**config.mk**
```make
export PLATFORM = sky130hd
export DESIGN_NAME = svmc_div
export DESIGN_NICKNAME = d
export VERILOG_FILES = /design/src/hdl/svmc_pkg.sv /design/src/hdl/svmc_div.sv
export SDC_FILE = /design/constraint.sdc
export NUM_CORES = 1
export LEC_CHECK = 0
export ABC_AREA = 1
export BUFFER_PORTS_ARGS = -buffer_cell sky130_fd_sc_hd__buf_2
export CORE_MARGIN = 2
export CORE_UTILIZATION = 31
export CTS_BUF_LIST = sky130_fd_sc_hd__clkbuf_8
export CTS_CLUSTER_DIAMETER = 80
export DETAILED_ROUTE_END_ITERATION = 12
export PLACE_DENSITY = 0.45
export SLEW_MARGIN = 25
export SYNTH_ARGS = -nofsm -noshare
export SYNTH_HDL_FRONTEND = slang
export SYNTH_SLANG_ARGS = --single-unit
```
**constraint.sdc**
```tcl
create_clock -name clk -period 4 [get_ports clk]
set_input_delay 0.4 -clock clk [delete_from_list [all_inputs] [get_ports clk]]
set_output_delay 0.4 -clock clk [all_outputs]
set_load 0.01 [all_outputs]
```
**src/hdl/svmc_pkg.sv**
```systemverilog
// ----------------------------------------------------------------------------
// svmc_pkg: shared codes and types for the state vector measure block
// Operation and status codes, word widths, the probability constant and the divider status bundle.
// ----------------------------------------------------------------------------
package svmc_pkg;

    // operation codes
    localparam logic [2:0] OP_INIT    = 3'd0;
    localparam logic [2:0] OP_EXPAND  = 3'd1;
    localparam logic [2:0] OP_WRITE   = 3'd2;
    localparam logic [2:0] OP_READ    = 3'd3;
    localparam logic [2:0] OP_MEASURE = 3'd4;

    // status codes
    localparam logic [2:0] STAT_OK        = 3'd0;
    localparam logic [2:0] STAT_TOO_MANY  = 3'd1;
    localparam logic [2:0] STAT_RANGE     = 3'd2;
    localparam logic [2:0] STAT_ZERO_NORM = 3'd3;
    localparam logic [2:0] STAT_NOT_INIT  = 3'd4;

    // stream word widths
    localparam int IN_W  = 72;
    localparam int OUT_W = 40;

    // probability 1.0 in unsigned Q1.30
    localparam logic [30:0] PROB_ONE = 31'h4000_0000;

    typedef struct packed {
        logic done;
        logic ovf;
    } div_stat_t;

endpackage

```
**src/hdl/svmc_div.sv**
```systemverilog
// ----------------------------------------------------------------------------
// svmc_div: renormalization divider
// Computes round(mag * 2^30 / s) one quotient bit per cycle, flags overflow.
// ----------------------------------------------------------------------------
module svmc_div #(
    parameter int AMP_BITS = 16
) (
    input  logic                  clk,
    input  logic                  rst_n,
    input  logic                  start,
    input  logic [AMP_BITS-1:0]   mag,
    input  logic [30:0]           s,
    output svmc_pkg::div_stat_t   stat,
    output logic [AMP_BITS-1:0]   quot
);

    localparam int NW = AMP_BITS + 31;
    localparam int KW = $clog2(AMP_BITS);

    logic [NW-1:0]       numer;
    logic                ovf_now;
    logic [NW-1:0]       rem_reg;
    logic [NW-1:0]       dvs_reg;
    logic [KW-1:0]       k_reg;
    logic [AMP_BITS-1:0] quot_reg;
    logic                busy_reg;
    logic                done_reg;
    logic                ovf_reg;

    // numerator with half the divisor added for round to nearest
    assign numer   = (NW'(mag) << 30) + NW'(s >> 1);
    assign ovf_now = numer >= (NW'(s) << AMP_BITS);

    always_ff @(posedge clk or negedge rst_n)
    begin
        if (!rst_n)
        begin
            busy_reg <= 1'b0;
            done_reg <= 1'b0;
            ovf_reg  <= 1'b0;
        end
        else
        begin
            done_reg <= 1'b0;
            if (start)
            begin
                busy_reg <= !ovf_now;
                done_reg <= ovf_now;
                ovf_reg  <= ovf_now;
            end
            else if (busy_reg)
            begin
                if (k_reg == '0)
                begin
                    busy_reg <= 1'b0;
                    done_reg <= 1'b1;
                end
            end
        end
    end

    always_ff @(posedge clk)
    begin
        if (start)
        begin
            rem_reg  <= numer;
            dvs_reg  <= NW'(s) << (AMP_BITS - 1);
            k_reg    <= KW'(AMP_BITS - 1);
            quot_reg <= '0;
        end
        else if (busy_reg)
        begin
            // restore step: subtract when it fits, shift in the quotient bit
            if (rem_reg >= dvs_reg)
            begin
                rem_reg  <= rem_reg - dvs_reg;
                quot_reg <= {quot_reg[AMP_BITS-2:0], 1'b1};
            end
            else
            begin
                quot_reg <= {quot_reg[AMP_BITS-2:0], 1'b0};
            end
            dvs_reg <= dvs_reg >> 1;
            k_reg   <= k_reg - KW'(1);
        end
    end

    assign stat.done = done_reg;
    assign stat.ovf  = ovf_reg;
    assign quot      = quot_reg;

endmodule

```
==> flow_summary.ini <==
[sta]
grt_setup_unrepaired = false
fmax_mhz = 334
setup_viol = 0
finalHoldViolations = 0
final_max_slew_viol_count = 0
worst_slack_ns = 1.00
tightestPinTransition_ns = 0.921
timing.hold.ws_ns = 0.225
finalSetupTns_ns = 0
timing.slew.headroom = 0.386
period_share = 0.749
finClkSkew_ns = 0.0192
period_needed_ns = 3.00

[run]
maxCapViolations = 0

[final_layout]
multi_input_area_um2 = 4990
area_delta_synth_final_pct = 13.1
largest_reg_flops = 47
final_area_um2 = 10600
n_antenna_cell = 0
layout-drive-gt1-share = 0.106
register_area_um2 = 3120
final_nets = 1610
nFillCells = 3286

[clock_tree]
post_cts_resize_count = 0
root_buffer = clkbuf_8
htree_num_levels = 4
cts_sinks = 116
insertion_delay_ns = 0.47
cts_inserted_buffers = 17
cts_tree = built
cts_max_path_buffers = 2
clkTransAtPathRegs_ns = 0.09

[route]
dr_total_vias = 9017
ant_nets = 0
route.detailed.drc = 0
viasPerCell = 4.78
wl_per_cell_um = 17.5
wl_mm = 33.0
initialDrtViolationCount = 696
dr.pass1.iters = 7

[power_and_ir_drop]
power_frac_seq = 0.255
p_sw_mw = 3.26
sw_frac_of_total = 0.487
internal_power_mw = 3.44
ir_worst_vdd_mv = 0.211
total_power_mw = 6.70
p_leak_nw = 5.48
p_comb_frac = 0.552
clkPwrFrac = 0.193
power.density_nw_per_um2 = 632

[synthesis]
syn_inst = 1415
synth_top_area_cell = edfxtp_1
synth_seq_cells = 116
synthFlopType = edfxtp_1
yosysWarnings = 0
synthArstFlopShare = 0.0259
mappedNetlistArea_um2 = 9370
synth_edf_count = 78
synthesis.nets = 1543
synth.top_cell.area_share = 0.250
yosysSeqAreaShare = 0.333
synth_area_leaders = edfxtp_1, nand2_1, inv_1
synth_cell_types = 34
syn_avg_cell_area_um2 = 6.62

[placement]
place_ws_ns = 0.925
dpl-instance-area_um2 = 10100
io_buffers = 67
gp_congestion = 0.947
dp_hpwl_mm = 27.1

[setup_path]
slowest_delay_ns = 0.41
cp-endpoint = rem_reg[36]
reg2reg_slack_ns = 1.00
cpMostUsedCell = nand2_1
r2r_end = rem_reg[36]
r2r_cells = 10
cp_max_fo = 34
crit_path_top_delay_cell = nor3b_1
crit_cells = 10
startpoint = rem_reg[11]
cp.buffers_inverters = 1
cp.arrival_ns = 3.14
required_ns = 4.14
crit_family = simple AND/OR/NAND/NOR gates
critical_path_class = reg2reg
worstSetupEndpointType = register
start_kind = register
crit_chain = ha_1 -> nand2_1 -> nor2_2 -> nand2_1 -> nor3b_1 -> nand4_1 -> nand4_1 -> nand2_1 -> nand2_2 -> buf_12
r2r-start = rem_reg[11]

[floorplan]
die_area_um2 = 31600
row_count = 63
coreArea_um2 = 29700
die_height_um = 178
initial_core_util = 0.315
die_x_um = 178
io_pins = 68

[outcome]
status = finished, final reports clean

[grt]
track_usage = 0.217
grt_pass1_wl_mm = 50.5
grt_pass1_vias = 8611
grt_max_degree = 79
grt_remaining_overflow = 0
antenna_found_initial = 3

[worst_hold_path]
hold_class = in2reg
[kinds of logic after synthesis]
kind of cell    share of synthesized area
buf+inv                             0.135
compound gates                      0.113
fa+ha+maj                           0.105
flops                               0.333
simple gates                        0.314
[final cells by class]
| type | instances | area share |
|---|---|---|
| inverters | 308 | 0.109 |
| repair buffers | 72 | 0.0366 |
| clock buffers | 18 | 0.0234 |
| flip-flops and latches | 116 | 0.294 |
| multi-input cells | 967 | 0.471 |
| clock inverters | 14 | 0.0187 |
| well taps | 390 | 0.0461 |
[cell usage in the layout, fill, tap and decap left out, drive strengths merged, types with 17 or more instances in the layout]
cell type  instances
nand2            476
inv              312
nor2             111
edfxtp            78
ha                77
buf               71
nand3             68
a21oi             65
o21ai             62
o22ai             56
dfxtp             35
clkbuf            18
nand4             17
[metrics by stage]
step | std cells | util
finish | 1885 | 0.356
global route | 1885 | 0.356
CTS | 1885 | 0.356
detailed placement | 1852 | 0.341
global placement | 1852 | 0.341
floorplan | 1415 | -
[Yosys cell counts (all sizes together), types with 5 or more instances]
library cell and number:
nand4 17, clkbuf 15, ha 77, nand3 68, buf 9, nor4 7, nand3b 5, o21bai 8
a21oi 65, o21ai 62, o22ai 56, nand2 476, inv 307, nor3 7, edfxtp 78, dfxtp 35
nor2 111
[per-layer routing]
metal	wire length [um]	vias up	GRT usage
li1	-	4628	-
met1	16100	4133	0.305
met2	14500	219	0.337
met3	1380	37	0.0257
met4	1080	0	0.0854
met5	0	-	0
[worst min path at each step]
| stage | cells after the start | end | start | slack [ns] |
|---|---|---|---|---|
| 5_1_grt | 2 | done_reg | rst_n | 0.23 |
| 3_3_place_gp | 1 | ovf_reg | rst_n | 0.20 |
| 3_5_place_dp | 1 | ovf_reg | rst_n | 0.20 |
| 4_1_cts | 3 | rem_reg[32] | mag[2] | 0.21 |
| 2_1_floorplan | 0 | busy_reg | rst_n | 0.10 |
| 6_report | 3 | rem_reg[32] | mag[2] | 0.22 |
[worst reg2reg max path, delay by kind of cell (launching register included)]
kind          cells  cell delay [ns]
simple gates      8             1.59
buf+inv           1             0.28
flops             1             0.38
fa+ha+maj         1             0.37
[power by group through the flow]
| stage | registers, mW | clock network, mW | logic, mW |
|---|---|---|---|
| final | 1.70 | 1.30 | 3.70 |
| after global routing | 1.73 | 1.36 | 4.19 |
| after CTS | 1.71 | 1.31 | 3.69 |
| after detailed placement | 1.73 | 0 | 3.68 |
| after global placement | 1.72 | 0 | 3.69 |
| after floorplan | 1.71 | 0 | 2.57 |
[repair_timing]
action	in CTS	in global routing
hold endpoints to repair	3	0
hold buffers	1	0
setup buffers	0	0
endpoints found under the setup margin	0	0
Power figures use the tool's default switching activity.
